`config.mk`:
```
export PLATFORM = sky130hd
export DESIGN_NAME = md5_stream_hash_unit_flat
export DESIGN_NICKNAME = d
export VERILOG_FILES = /design/src/rtl/md5sh_pkg.sv /design/src/rtl/md5sh_ifs.sv /design/src/rtl/md5sh_seq.sv /design/src/rtl/md5sh_dp.sv /design/src/rtl/md5_stream_hash_unit.sv /design/src/flat_wrapper.sv
export SDC_FILE = /design/constraint.sdc
export NUM_CORES = 2
export LEC_CHECK = 0
export BUFFER_PORTS_ARGS = -buffer_cell sky130_fd_sc_hd__buf_2
export CELL_PAD_IN_SITES_DETAIL_PLACEMENT = 2
export CELL_PAD_IN_SITES_GLOBAL_PLACEMENT = 2
export CORE_ASPECT_RATIO = 2
export CORE_MARGIN = 3
export CORE_UTILIZATION = 40
export CTS_BUF_LIST = sky130_fd_sc_hd__clkbuf_8
export CTS_CLUSTER_SIZE = 16
export DETAILED_ROUTE_END_ITERATION = 7
export HOLD_SLACK_MARGIN = 0.15
export PLACE_DENSITY = 0.79
export SLEW_MARGIN = 20
export SYNTH_ARGS = -nofsm -noshare
export SYNTH_HDL_FRONTEND = slang
export SYNTH_SLANG_ARGS = --single-unit
```
`constraint.sdc`:
```
create_clock -name clk -period 10.99 [get_ports clk]
set_input_delay 0.5495 -clock clk [delete_from_list [all_inputs] [get_ports clk]]
set_output_delay 0.5495 -clock clk [all_outputs]
set_load 0.01 [all_outputs]
```
`src/rtl/md5sh_pkg.sv`:
```
`timescale 1ns / 1ps
// ----------------------------------------------------------------------------
// MD5 stream hash: shared package
// Types, the microcode program and the MD5 round constants.
// ----------------------------------------------------------------------------
package md5sh_pkg;

	typedef logic [4:0] step_t;

	// Datapath operations selected by the current control word.
	typedef enum logic [3:0] {
		OP_NOP,
		OP_ACCEPT,
		OP_CMP_INIT,
		OP_ROUND,
		OP_CMP_FINAL,
		OP_CMP_FIN_SPILL,
		OP_PAD80,
		OP_ZERO,
		OP_LEN_LO,
		OP_LEN_HI,
		OP_EMIT
	} op_t;

	// Jump conditions; a true condition loads the target, otherwise the
	// step counter advances by one.
	typedef enum logic [3:0] {
		C_NEXT,
		C_ALWAYS,
		C_IDLE_STAY,
		C_NOT_FULL,
		C_NOT_LAST,
		C_ZDONE,
		C_NOT_SPILL,
		C_NOT_RDONE,
		C_OUT_FULL
	} cond_t;

	typedef struct packed {
		op_t   op;
		cond_t cond;
		step_t target;
	} uword_t;

	// Status returned from the datapath to the sequencer.
	typedef struct packed {
		logic idle_stay;
		logic full_q;
		logic last_q;
		logic zdone;
		logic spill_q;
		logic rdone;
		logic out_full;
	} flags_t;

	localparam step_t STEP_IDLE      = 5'd0;
	localparam step_t STEP_TEST_FULL = 5'd1;
	localparam step_t STEP_CMP_A     = 5'd2;
	localparam step_t STEP_RND_A     = 5'd3;
	localparam step_t STEP_FIN_A     = 5'd4;
	localparam step_t STEP_TEST_LAST = 5'd5;
	localparam step_t STEP_PAD       = 5'd6;
	localparam step_t STEP_ZTEST     = 5'd7;
	localparam step_t STEP_ZERO      = 5'd8;
	localparam step_t STEP_SPILL     = 5'd9;
	localparam step_t STEP_CMP_B     = 5'd10;
	localparam step_t STEP_RND_B     = 5'd11;
	localparam step_t STEP_FIN_B     = 5'd12;
	localparam step_t STEP_LEN_LO    = 5'd13;
	localparam step_t STEP_LEN_HI    = 5'd14;
	localparam step_t STEP_CMP_C     = 5'd15;
	localparam step_t STEP_RND_C     = 5'd16;
	localparam step_t STEP_WAIT      = 5'd17;
	localparam step_t STEP_EMIT      = 5'd18;

	localparam logic [31:0] IV0 = 32'h67452301;
	localparam logic [31:0] IV1 = 32'hefcdab89;
	localparam logic [31:0] IV2 = 32'h98badcfe;
	localparam logic [31:0] IV3 = 32'h10325476;

	localparam logic [7:0] PAD_BYTE   = 8'h80;
	localparam logic [5:0] SPILL_POS  = 6'd56;
	localparam logic [3:0] LEN_LO_IDX = 4'd14;
	localparam logic [3:0] LEN_HI_IDX = 4'd15;

	localparam logic [31:0] ROUND_K [64] = '{
		32'hd76aa478, 32'he8c7b756, 32'h242070db, 32'hc1bdceee,
		32'hf57c0faf, 32'h4787c62a, 32'ha8304613, 32'hfd469501,
		32'h698098d8, 32'h8b44f7af, 32'hffff5bb1, 32'h895cd7be,
		32'h6b901122, 32'hfd987193, 32'ha679438e, 32'h49b40821,
		32'hf61e2562, 32'hc040b340, 32'h265e5a51, 32'he9b6c7aa,
		32'hd62f105d, 32'h02441453, 32'hd8a1e681, 32'he7d3fbc8,
		32'h21e1cde6, 32'hc33707d6, 32'hf4d50d87, 32'h455a14ed,
		32'ha9e3e905, 32'hfcefa3f8, 32'h676f02d9, 32'h8d2a4c8a,
		32'hfffa3942, 32'h8771f681, 32'h6d9d6122, 32'hfde5380c,
		32'ha4beea44, 32'h4bdecfa9, 32'hf6bb4b60, 32'hbebfbc70,
		32'h289b7ec6, 32'heaa127fa, 32'hd4ef3085, 32'h04881d05,
		32'hd9d4d039, 32'he6db99e5, 32'h1fa27cf8, 32'hc4ac5665,
		32'hf4292244, 32'h432aff97, 32'hab9423a7, 32'hfc93a039,
		32'h655b59c3, 32'h8f0ccc92, 32'hffeff47d, 32'h85845dd1,
		32'h6fa87e4f, 32'hfe2ce6e0, 32'ha3014314, 32'h4e0811a1,
		32'hf7537e82, 32'hbd3af235, 32'h2ad7d2bb, 32'heb86d391
	};

	localparam logic [4:0] ROT_S [16] = '{
		5'd7, 5'd12, 5'd17, 5'd22, 5'd5, 5'd9, 5'd14, 5'd20,
		5'd4, 5'd11, 5'd16, 5'd23, 5'd6, 5'd10, 5'd15, 5'd21
	};

	// Message word used by a round.
	function automatic logic [3:0] msg_index(input logic [5:0] rnd);
		logic [3:0] i;
		logic [3:0] g;
		i = rnd[3:0];
		case (rnd[5:4])
			2'd0:    g = i;
			2'd1:    g = 4'(i * 4'd5 + 4'd1);
			2'd2:    g = 4'(i * 4'd3 + 4'd5);
			default: g = 4'(i * 4'd7);
		endcase
		return g;
	endfunction

	// The control program.
	function automatic uword_t ucode(input step_t step);
		uword_t uw;
		unique case (step)
			STEP_IDLE:      uw = '{OP_ACCEPT,        C_IDLE_STAY, STEP_IDLE};
			STEP_TEST_FULL: uw = '{OP_NOP,           C_NOT_FULL,  STEP_PAD};
			STEP_CMP_A:     uw = '{OP_CMP_INIT,      C_NEXT,      STEP_IDLE};
			STEP_RND_A:     uw = '{OP_ROUND,         C_NOT_RDONE, STEP_RND_A};
			STEP_FIN_A:     uw = '{OP_CMP_FINAL,     C_NEXT,      STEP_IDLE};
			STEP_TEST_LAST: uw = '{OP_NOP,           C_NOT_LAST,  STEP_IDLE};
			STEP_PAD:       uw = '{OP_PAD80,         C_NEXT,      STEP_IDLE};
			STEP_ZTEST:     uw = '{OP_NOP,           C_ZDONE,     STEP_SPILL};
			STEP_ZERO:      uw = '{OP_ZERO,          C_ALWAYS,    STEP_ZTEST};
			STEP_SPILL:     uw = '{OP_NOP,           C_NOT_SPILL, STEP_LEN_LO};
			STEP_CMP_B:     uw = '{OP_CMP_INIT,      C_NEXT,      STEP_IDLE};
			STEP_RND_B:     uw = '{OP_ROUND,         C_NOT_RDONE, STEP_RND_B};
			STEP_FIN_B:     uw = '{OP_CMP_FIN_SPILL, C_ALWAYS,    STEP_ZTEST};
			STEP_LEN_LO:    uw = '{OP_LEN_LO,        C_NEXT,      STEP_IDLE};
			STEP_LEN_HI:    uw = '{OP_LEN_HI,        C_NEXT,      STEP_IDLE};
			STEP_CMP_C:     uw = '{OP_CMP_INIT,      C_NEXT,      STEP_IDLE};
			STEP_RND_C:     uw = '{OP_ROUND,         C_NOT_RDONE, STEP_RND_C};
			STEP_WAIT:      uw = '{OP_NOP,           C_OUT_FULL,  STEP_WAIT};
			STEP_EMIT:      uw = '{OP_EMIT,          C_ALWAYS,    STEP_IDLE};
			default:        uw = '{OP_NOP,           C_ALWAYS,    STEP_IDLE};
		endcase
		return uw;
	endfunction

endpackage

```
`src/rtl/md5sh_ifs.sv`:
```
`timescale 1ns / 1ps
// ----------------------------------------------------------------------------
// MD5 stream hash: channel interfaces
// Valid/ready channels for message bytes and for digests.
// ----------------------------------------------------------------------------
interface md5sh_msg_if;
	logic       valid;
	logic       ready;
	logic [7:0] data_byte;
	logic       has_byte;
	logic       last;

	modport source (output valid, data_byte, has_byte, last, input ready);
	modport sink (input valid, data_byte, has_byte, last, output ready);
endinterface

interface md5sh_dig_if;
	logic        valid;
	logic        ready;
	logic [31:0] digest_word0;
	logic [31:0] digest_word1;
	logic [31:0] digest_word2;
	logic [31:0] digest_word3;

	modport source (output valid, digest_word0, digest_word1, digest_word2, digest_word3,
		input ready);
	modport sink (input valid, digest_word0, digest_word1, digest_word2, digest_word3,
		output ready);
endinterface

```
`src/rtl/md5sh_seq.sv`:
```
`timescale 1ns / 1ps
// ----------------------------------------------------------------------------
// MD5 stream hash: microcode sequencer
// Step counter, program ROM and conditional jump logic.
// ----------------------------------------------------------------------------
module md5sh_seq (
	input  logic              clk,
	input  logic              arst_n,
	input  md5sh_pkg::flags_t flags,
	output md5sh_pkg::op_t    op
);

	md5sh_pkg::step_t  step_q;
	md5sh_pkg::step_t  step_d;
	md5sh_pkg::uword_t uw;
	logic              jump;

	always_ff @(posedge clk or negedge arst_n) begin
		if (!arst_n) begin
			step_q <= md5sh_pkg::STEP_IDLE;
		end else begin
			step_q <= step_d;
		end
	end

	always_comb begin
		uw = md5sh_pkg::ucode(step_q);
		op = uw.op;
		unique case (uw.cond)
			md5sh_pkg::C_NEXT:      jump = 1'b0;
			md5sh_pkg::C_ALWAYS:    jump = 1'b1;
			md5sh_pkg::C_IDLE_STAY: jump = flags.idle_stay;
			md5sh_pkg::C_NOT_FULL:  jump = !flags.full_q;
			md5sh_pkg::C_NOT_LAST:  jump = !flags.last_q;
			md5sh_pkg::C_ZDONE:     jump = flags.zdone;
			md5sh_pkg::C_NOT_SPILL: jump = !flags.spill_q;
			md5sh_pkg::C_NOT_RDONE: jump = !flags.rdone;
			md5sh_pkg::C_OUT_FULL:  jump = flags.out_full;
			default:                jump = 1'b0;
		endcase
		step_d = jump ? uw.target : step_q + 5'd1;
	end

endmodule

```
`src/rtl/md5sh_dp.sv`:
```
`timescale 1ns / 1ps
// ----------------------------------------------------------------------------
// MD5 stream hash: datapath
// Block buffer, byte counter, chaining words, round unit and digest register.
// ----------------------------------------------------------------------------
module md5sh_dp (
	input  logic              clk,
	input  logic              arst_n,
	input  md5sh_pkg::op_t    op,
	output md5sh_pkg::flags_t flags,
	md5sh_msg_if.sink         msg,
	md5sh_dig_if.source       digest
);

	logic [31:0] mem [16];
	logic [31:0] rdata_q;
	logic [60:0] cnt_q;
	logic [31:0] chain_q [4];
	logic [31:0] a_q, b_q, c_q, d_q;
	logic [5:0]  rnd_q;
	logic [4:0]  wcnt_q;
	logic        full_q, last_q, spill_q;
	logic        out_valid_q;
	logic [31:0] out_q [4];

	logic        fire, take_byte, full_now;
	logic [5:0]  pos;
	logic [1:0]  lane;
	logic [3:0]  word;
	logic        we;
	logic [3:0]  waddr, wbe, raddr;
	logic [31:0] wdata;
	logic [31:0] f, sum, rot;
	logic [4:0]  sh;

	function automatic logic [31:0] rotl(input logic [31:0] v, input logic [4:0] n);
		logic [63:0] dbl;
		dbl = {v, v} << n;
		return dbl[63:32];
	endfunction

	assign msg.ready = (op == md5sh_pkg::OP_ACCEPT);
	assign fire      = msg.valid & msg.ready;
	assign take_byte = fire & msg.has_byte;
	assign pos       = cnt_q[5:0];
	assign lane      = pos[1:0];
	assign word      = pos[5:2];
	assign full_now  = take_byte & (&pos);

	assign flags.idle_stay = !fire | (!full_now & !msg.last);
	assign flags.full_q    = full_q;
	assign flags.last_q    = last_q;
	assign flags.zdone     = wcnt_q[4];
	assign flags.spill_q   = spill_q;
	assign flags.rdone     = &rnd_q;
	assign flags.out_full  = out_valid_q & !digest.ready;

	// A byte written into a lane clears the lanes above it.
	always_comb begin
		we    = 1'b0;
		waddr = word;
		wbe   = 4'hf;
		wdata = '0;
		unique case (op)
			md5sh_pkg::OP_ACCEPT: begin
				we    = take_byte;
				wbe   = 4'hf << lane;
				wdata = 32'(msg.data_byte) << {lane, 3'b000};
			end
			md5sh_pkg::OP_PAD80: begin
				we    = 1'b1;
				wbe   = 4'hf << lane;
				wdata = 32'(md5sh_pkg::PAD_BYTE) << {lane, 3'b000};
			end
			md5sh_pkg::OP_ZERO: begin
				we    = 1'b1;
				waddr = wcnt_q[3:0];
			end
			md5sh_pkg::OP_LEN_LO: begin
				we    = 1'b1;
				waddr = md5sh_pkg::LEN_LO_IDX;
				wdata = {cnt_q[28:0], 3'b000};
			end
			md5sh_pkg::OP_LEN_HI: begin
				we    = 1'b1;
				waddr = md5sh_pkg::LEN_HI_IDX;
				wdata = cnt_q[60:29];
			end
			default: ;
		endcase
	end

	// The read runs one round ahead so the word is registered in time.
	assign raddr = md5sh_pkg::msg_index((op == md5sh_pkg::OP_ROUND) ? rnd_q + 6'd1 : rnd_q);

	always_ff @(posedge clk) begin
		if (we) begin
			for (int l = 0; l < 4; l++) begin
				if (wbe[l]) begin
					mem[waddr][8*l +: 8] <= wdata[8*l +: 8];
				end
			end
		end
		rdata_q <= mem[raddr];
	end

	always_comb begin
		case (rnd_q[5:4])
			2'd0:    f = (b_q & c_q) | (~b_q & d_q);
			2'd1:    f = (b_q & d_q) | (c_q & ~d_q);
			2'd2:    f = b_q ^ c_q ^ d_q;
			default: f = c_q ^ (b_q | ~d_q);
		endcase
		sh  = md5sh_pkg::ROT_S[{rnd_q[5:4], rnd_q[1:0]}];
		sum = a_q + f + md5sh_pkg::ROUND_K[rnd_q] + rdata_q;
		rot = rotl(sum, sh);
	end

	always_ff @(posedge clk or negedge arst_n) begin
		if (!arst_n) begin
			cnt_q       <= '0;
			chain_q[0]  <= md5sh_pkg::IV0;
			chain_q[1]  <= md5sh_pkg::IV1;
			chain_q[2]  <= md5sh_pkg::IV2;
			chain_q[3]  <= md5sh_pkg::IV3;
			rnd_q       <= '0;
			wcnt_q      <= '0;
			full_q      <= 1'b0;
			last_q      <= 1'b0;
			spill_q     <= 1'b0;
			out_valid_q <= 1'b0;
		end else begin
			unique case (op)
				md5sh_pkg::OP_ACCEPT: begin
					if (fire) begin
						if (msg.has_byte) begin
							cnt_q <= cnt_q + 61'd1;
						end
						full_q <= full_now;
						last_q <= msg.last;
					end
				end
				md5sh_pkg::OP_ROUND: begin
					rnd_q <= rnd_q + 6'd1;
				end
				md5sh_pkg::OP_CMP_FINAL: begin
					chain_q[0] <= chain_q[0] + a_q;
					chain_q[1] <= chain_q[1] + b_q;
					chain_q[2] <= chain_q[2] + c_q;
					chain_q[3] <= chain_q[3] + d_q;
				end
				md5sh_pkg::OP_CMP_FIN_SPILL: begin
					chain_q[0] <= chain_q[0] + a_q;
					chain_q[1] <= chain_q[1] + b_q;
					chain_q[2] <= chain_q[2] + c_q;
					chain_q[3] <= chain_q[3] + d_q;
					wcnt_q     <= '0;
					spill_q    <= 1'b0;
				end
				md5sh_pkg::OP_PAD80: begin
					wcnt_q  <= {1'b0, word} + 5'd1;
					spill_q <= (pos >= md5sh_pkg::SPILL_POS);
				end
				md5sh_pkg::OP_ZERO: begin
					wcnt_q <= wcnt_q + 5'd1;
				end
				md5sh_pkg::OP_EMIT: begin
					chain_q[0] <= md5sh_pkg::IV0;
					chain_q[1] <= md5sh_pkg::IV1;
					chain_q[2] <= md5sh_pkg::IV2;
					chain_q[3] <= md5sh_pkg::IV3;
					cnt_q      <= '0;
				end
				default: ;
			endcase
			if (op == md5sh_pkg::OP_EMIT) begin
				out_valid_q <= 1'b1;
			end else if (digest.ready) begin
				out_valid_q <= 1'b0;
			end
		end
	end

	always_ff @(posedge clk) begin
		if (op == md5sh_pkg::OP_CMP_INIT) begin
			a_q <= chain_q[0];
			b_q <= chain_q[1];
			c_q <= chain_q[2];
			d_q <= chain_q[3];
		end else if (op == md5sh_pkg::OP_ROUND) begin
			a_q <= d_q;
			b_q <= b_q + rot;
			c_q <= b_q;
			d_q <= c_q;
		end
		if (op == md5sh_pkg::OP_EMIT) begin
			out_q[0] <= chain_q[0] + a_q;
			out_q[1] <= chain_q[1] + b_q;
			out_q[2] <= chain_q[2] + c_q;
			out_q[3] <= chain_q[3] + d_q;
		end
	end

	assign digest.valid        = out_valid_q;
	assign digest.digest_word0 = out_q[0];
	assign digest.digest_word1 = out_q[1];
	assign digest.digest_word2 = out_q[2];
	assign digest.digest_word3 = out_q[3];

endmodule

```
`src/rtl/md5_stream_hash_unit.sv`:
```
`timescale 1ns / 1ps
// ----------------------------------------------------------------------------
// MD5 stream hash unit
// Hashes a byte stream with MD5 and returns one digest per message.
// ----------------------------------------------------------------------------
// The msg channel carries one request per byte: data_byte with has_byte set,
// and last on the final request of a message. A final request may come
// without a byte, which is how an empty message is hashed. The digest
// channel returns the four chaining words, word 0 holding digest bytes 0..3.
// A byte request that does not complete a 64-byte block is taken without
// dropping msg.ready. A request that completes a block holds msg.ready low
// while one shared round unit runs the 64 rounds, one per cycle, with
// the block word read from the buffer memory one round ahead. A last request
// adds padding with cleared buffer words, the length words and a final
// compression, and its digest appears once the digest channel is free;
// the worst case adds a spill block when eight or fewer bytes remain.
// The digest sits in an output register; the unit keeps taking the next
// message while it waits and only stalls before writing a further digest.
// Reset clears the step counter, the byte count and the handshake state and
// loads the MD5 initial chaining values; the block buffer is not cleared,
// since every word is written before it is read.
// ----------------------------------------------------------------------------
module md5_stream_hash_unit (
	input logic         clk,
	input logic         arst_n,
	md5sh_msg_if.sink   msg,
	md5sh_dig_if.source digest
);

	md5sh_pkg::op_t    op;
	md5sh_pkg::flags_t flags;

	// The sequencer walks the control program and picks one operation per
	// cycle; the datapath reports the status bits that the jumps test.
	md5sh_seq u_seq (
		.clk    (clk),
		.arst_n (arst_n),
		.flags  (flags),
		.op     (op)
	);

	md5sh_dp u_dp (
		.clk    (clk),
		.arst_n (arst_n),
		.op     (op),
		.flags  (flags),
		.msg    (msg),
		.digest (digest)
	);

endmodule

```
`src/flat_wrapper.sv`:
```
// flat-port wrapper written by rule: the top's interface ports become plain ports
module md5_stream_hash_unit_flat 
  (clk, arst_n, msg_valid, msg_data_byte, msg_has_byte, msg_last, msg_ready, digest_valid, digest_digest_word0, digest_digest_word1, digest_digest_word2, digest_digest_word3, digest_ready);
  md5sh_msg_if msg_i ();
  md5sh_dig_if digest_i ();
  input logic clk;
  input logic arst_n;
  input wire logic [$bits(msg_i.valid)-1:0] msg_valid;
  input wire logic [$bits(msg_i.data_byte)-1:0] msg_data_byte;
  input wire logic [$bits(msg_i.has_byte)-1:0] msg_has_byte;
  input wire logic [$bits(msg_i.last)-1:0] msg_last;
  output wire logic [$bits(msg_i.ready)-1:0] msg_ready;
  output wire logic [$bits(digest_i.valid)-1:0] digest_valid;
  output wire logic [$bits(digest_i.digest_word0)-1:0] digest_digest_word0;
  output wire logic [$bits(digest_i.digest_word1)-1:0] digest_digest_word1;
  output wire logic [$bits(digest_i.digest_word2)-1:0] digest_digest_word2;
  output wire logic [$bits(digest_i.digest_word3)-1:0] digest_digest_word3;
  input wire logic [$bits(digest_i.ready)-1:0] digest_ready;
  assign msg_i.valid = msg_valid;
  assign msg_i.data_byte = msg_data_byte;
  assign msg_i.has_byte = msg_has_byte;
  assign msg_i.last = msg_last;
  assign msg_ready = msg_i.ready;
  assign digest_valid = digest_i.valid;
  assign digest_digest_word0 = digest_i.digest_word0;
  assign digest_digest_word1 = digest_i.digest_word1;
  assign digest_digest_word2 = digest_i.digest_word2;
  assign digest_digest_word3 = digest_i.digest_word3;
  assign digest_i.ready = digest_ready;
  md5_stream_hash_unit u_core (.clk(clk), .arst_n(arst_n), .msg(msg_i), .digest(digest_i));
endmodule
```
==> metrics.md <==
| Metric | Value |
|---|---|
| Mux share of post-synthesis cell area | between 9 and 10% |
| Hold Path Class | in -> async |
| CP peak stage delay | ~0.94 ns |
| Register bit count reported by yosys | 1009 |
| Utilization after layout | a little under half |
| Fraction of layout cells with a size suffix above 1 | around 15% |
| Most frequent cell after synthesis | nand2_1 |
| I/O Buffers | 143 |
| Leading area contributor after synthesis | edfxtp_1 |
| Latest clock arrival within the worst-skew pair | slightly below 0.9 ns |
| Post-synth top cells | 791 x nand2_1, 768 x edfxtp_1, 380 x nor2_1 |
| Final Hold Fails | 0 |
| RD Place Congestion | about 1.0 |
| Max-cap viol count | 0 |
| CP required | between 10 and 15 ns |
| Post-Syn Area | ~57000 um^2 |
| F_max | between 90 and 100 MHz |
| Pin count of the biggest net entering global routing | between 80 and 90 |
| Routed len/inst | between 30 and 40 um |
| Sw Ratio | 22.46% |
| Number of synthesized flops with an enable pin | between 700 and 800 |
| Final instance area | about 64000 um^2 |
| VDD IR-drop max | slightly below 100 uV |
| Power Density | between 100 and 150 nW/um^2 |
| Slew HR | 20.73% |
| Library cells used by synthesis | 90 |
| Remaining antenna violation count | 0 |
| Adder-cell share of the synthesized area | under 10% |
| Synth top area share | between 40% and 50% |
| Vias | 45400 |
| Final period util | around 96% |
| Setup Crit Path Kind | reg -> reg |
| CTS buffer count | 156 |
| Slew at the pin closest to its max-slew limit | between 1 and 1.5 ns |
| GRT Residual Overflow | 0 |
| CTS Root Buffer Type | clkbuf_8 |
| Final wirelength | 249.4 mm |
| Number of nets in the layout | around 5800 |
| Crit Path Max Fanout | 13 |
| H-tree depth | 4 |
| Antenna violations before repair | 12 |
| Sw power | around 1.7 mW |
| Setup_tns | 0 ns |
| Power share of the combinational group | less than 1% |
| CP endpoint kind | flop |
| Mapped Cells | around 5200 |
| DR vias/cell | approximately 6.1 |
| Worst path slowest cell | a211oi_1 |
| Initial Util | between 40% and 50% |
| Post-CTS setup repair buffer count | 0 |
| Placed cell count | slightly above 7000 |
| Xor and xnor fraction of the mapped netlist area | 4.131% |
| DRC viols | 0 |
| Post-synth top flop | edfxtp_1 |
| Slack of the critical path | 0.3880 ns |
| Fin crit period | between 10 and 15 ns |
| Place WS | 0.7010 ns |
| Clock skew | approximately 0.053 ns |
| Vias in the first global route | 50820 |
| Placed Area | between 60000 and 70000 um^2 |
| Critical Path Source Type | flop |
| Post-DP HPWL | 187.3 mm |
| Net count after synthesis | around 5500 |
| DRT iter0 DRCs | approximately 3000 |
| R2r setup slk | roughly 0.39 ns |
| Ranking of synthesized cells by area | edfxtp_1 40%, dfrtp_1 6.3%, mux4_2 5.3% |
| Clock tree sinks | approximately 1000 |
| Async set or reset register ratio after synthesis | between 20% and 30% |
| Clk buf depth | 4 |
| Sequential Power Share | 55.0% |
| Synthesis-to-finish area growth | 12.14% |
| Width of the die | between 200 and 300 um |
| CTS clk-pin slew, worst paths | 0.08 ns |
| CP arrival | around 11 ns |
| Layout Cells excl Fill | 7444 |
| CTS tree | built |
| Count of final setup violators | 0 |
| Outcome | completed |
| Die Y-Extent | about 540 um |
| Clock share of power | approximately 45% |
| I/O pins | 144 |
| Critical path origin | u_core.u_dp.rnd_q[0] |
| Slew Limit Fails | 0 |
| Worst setup endpoint | u_core.u_dp.b_q[30] |
| Sequential share of the synthesized area | 50.76% |
| First-pass GRT wire length | 360.4 mm |
| Initial DRT Pass Iterations | 6 |
| Synthesized area per cell | roughly 11 um^2 |
| GRT Overall Usage | about a third |
| Largest family of logic cells by synthesized area | compound AO/OA/AOI/OAI gates |
| Int Pwr | about 5.7 mW |
| Simple-gate share of the synthesized area | between 10 and 15% |
| FF-to-FF Start | u_core.u_dp.rnd_q[0] |
| Leakage power | 25.26 nW |
| Register-to-Register Path Depth | 38 |
| Yosys warns | 0 |
| Reg-to-Reg End | u_core.u_dp.b_q[30] |
| Cell row count | around 200 |
| RSZ-0062 raised after global routing | false |
| DIE AREA | between 100000 and 150000 um^2 |
| Compound-Gate Fraction of Synth Area | roughly an eighth |
| Area of the core | approximately 140000 um^2 |
## critical path, delay by kind of cell (launching register included)
| family | cells | cell delay (ns) |
|---|---|---|
| AO/OA/AOI/OAI | 16 | 4.86 |
| adder cells (fa/ha/maj) | 6 | 1.80 |
| buffers and inverters | 6 | 1.18 |
| multiplexers | 4 | 0.83 |
| AND/OR/NAND/NOR | 4 | 0.73 |
| flip-flops | 1 | 0.56 |
| XOR/XNOR | 2 | 0.35 |
## metrics by stage
stage | hold WS [ns] | power (mW)
final | 0.2312 | 7.374
after global routing | 0.2440 | 7.573
after CTS | 0.2200 | 7.438
after detailed placement | 0.4885 | 4.165
after global placement | 0.4674 | 4.165
after floorplan | 0.2539 | 4.138
## power by group through the flow
stage / Sequential (mW) / Combinational (mW) / Clock, mW
final: 4.06 / 0.0299 / 3.29
after global routing: 4.05 / 0.0324 / 3.49
after CTS: 4.06 / 0.0302 / 3.35
after detailed placement: 4.14 / 0.0286 / 0
after global placement: 4.14 / 0.0282 / 0
after floorplan: 4.14 / 0.00160 / 0
## cells by family (layout without fill, tap and decap cells)
| kind of cell | Yosys count | count (layout) |
|---|---|---|
| compound gates | 1152 | 1152 |
| xor+xnor | 265 | 265 |
| fa+ha+maj | 308 | 308 |
| buf+inv | 468 | 849 |
| flops | 1009 | 1009 |
| mux | 355 | 355 |
| other cells | 0 | 4 |
| simple gates | 1631 | 1631 |
## routing by layer
layer | global-route usage (%) | share of wire (%) | vias to the layer above
li1 | - | - | 19460
met1 | 32.86 | 33 | 23590
met2 | 60.84 | 52 | 1529
met3 | 5.031 | 4.2 | 812
met4 | 30.11 | 11 | 4
met5 | 0 | 0.011 | -
## sequential cells by signal, summed over array words and instances (netlist names)
name and flops:
u_core.u_dp.digest.valid 1, u_core.u_dp.d_q 32, u_core.u_dp.b_q 32, u_core.u_dp.last_q 1, u_core.u_dp.spill_q 1, u_core.u_dp.rnd_q 6
u_core.u_dp.cnt_q 61, u_core.u_dp.c_q 32, u_core.u_dp.out_q 128, u_core.u_dp.chain_q 128, u_core.u_seq.step_q 5, u_core.u_dp.wcnt_q 5
u_core.u_dp.full_q 1, u_core.u_dp.rdata_q 32, u_core.u_dp.mem 512, u_core.u_dp.a_q 32
## how the worst min path moves through the flow
stage | startpoint | end | slack (ns) | cells past startpoint
6_report | arst_n | u_core.u_dp.chain_q[8] | 0.23 | 2
2_1_floorplan | arst_n | u_core.u_dp.chain_q[0] | 0.25 | 0
5_1_grt | arst_n | u_core.u_dp.chain_q[8] | 0.24 | 2
3_5_place_dp | u_core.u_dp.full_q | u_core.u_dp.full_q | 0.49 | 2
3_3_place_gp | u_core.u_dp.full_q | u_core.u_dp.full_q | 0.47 | 2
4_1_cts | arst_n | u_core.u_dp.chain_q[8] | 0.22 | 2
## placed cells by master, fill, tap and decap left out, drive strengths merged, types with 39 or more instances in the layout
master,netlist,routed
clkbuf,154,165
nor3,73,73
a21o,84,84
a21oi,285,285
clkinv,4,39
xnor2,171,171
nor2,380,380
nand2,791,791
o21ai,333,333
a31oi,43,43
buf,84,337
mux2i,208,208
or3,43,43
a211oi,45,45
ha,236,236
dfstp,64,64
o22ai,50,50
fa,72,72
mux4,135,135
xor2,93,93
dfrtp,145,145
inv,226,285
nand3,146,146
edfxtp,768,768
o211ai,80,80
or2,40,40
## area by class of cell
| type | instances | area, um^2 |
|---|---|---|
| multi-input combinational | 3711 | 26510 |
| fill | 14610 | 77420 |
| antenna | 4 | 10.01 |
| timing repair buffer | 342 | 2282 |
| clock buffer | 165 | 2271 |
| tap | 1871 | 2341 |
| inverter | 230 | 870.8 |
| clock inverter | 112 | 782.0 |
| sequential | 1009 | 29020 |
## what timing repair did
item,4_1_cts,5_1_grt
hold buffers,5,0
endpoints found under the hold margin,60,0
endpoints found under the setup margin,0,1
resized for setup,0,1
Note: power is estimated with default switching activity, not from simulation.
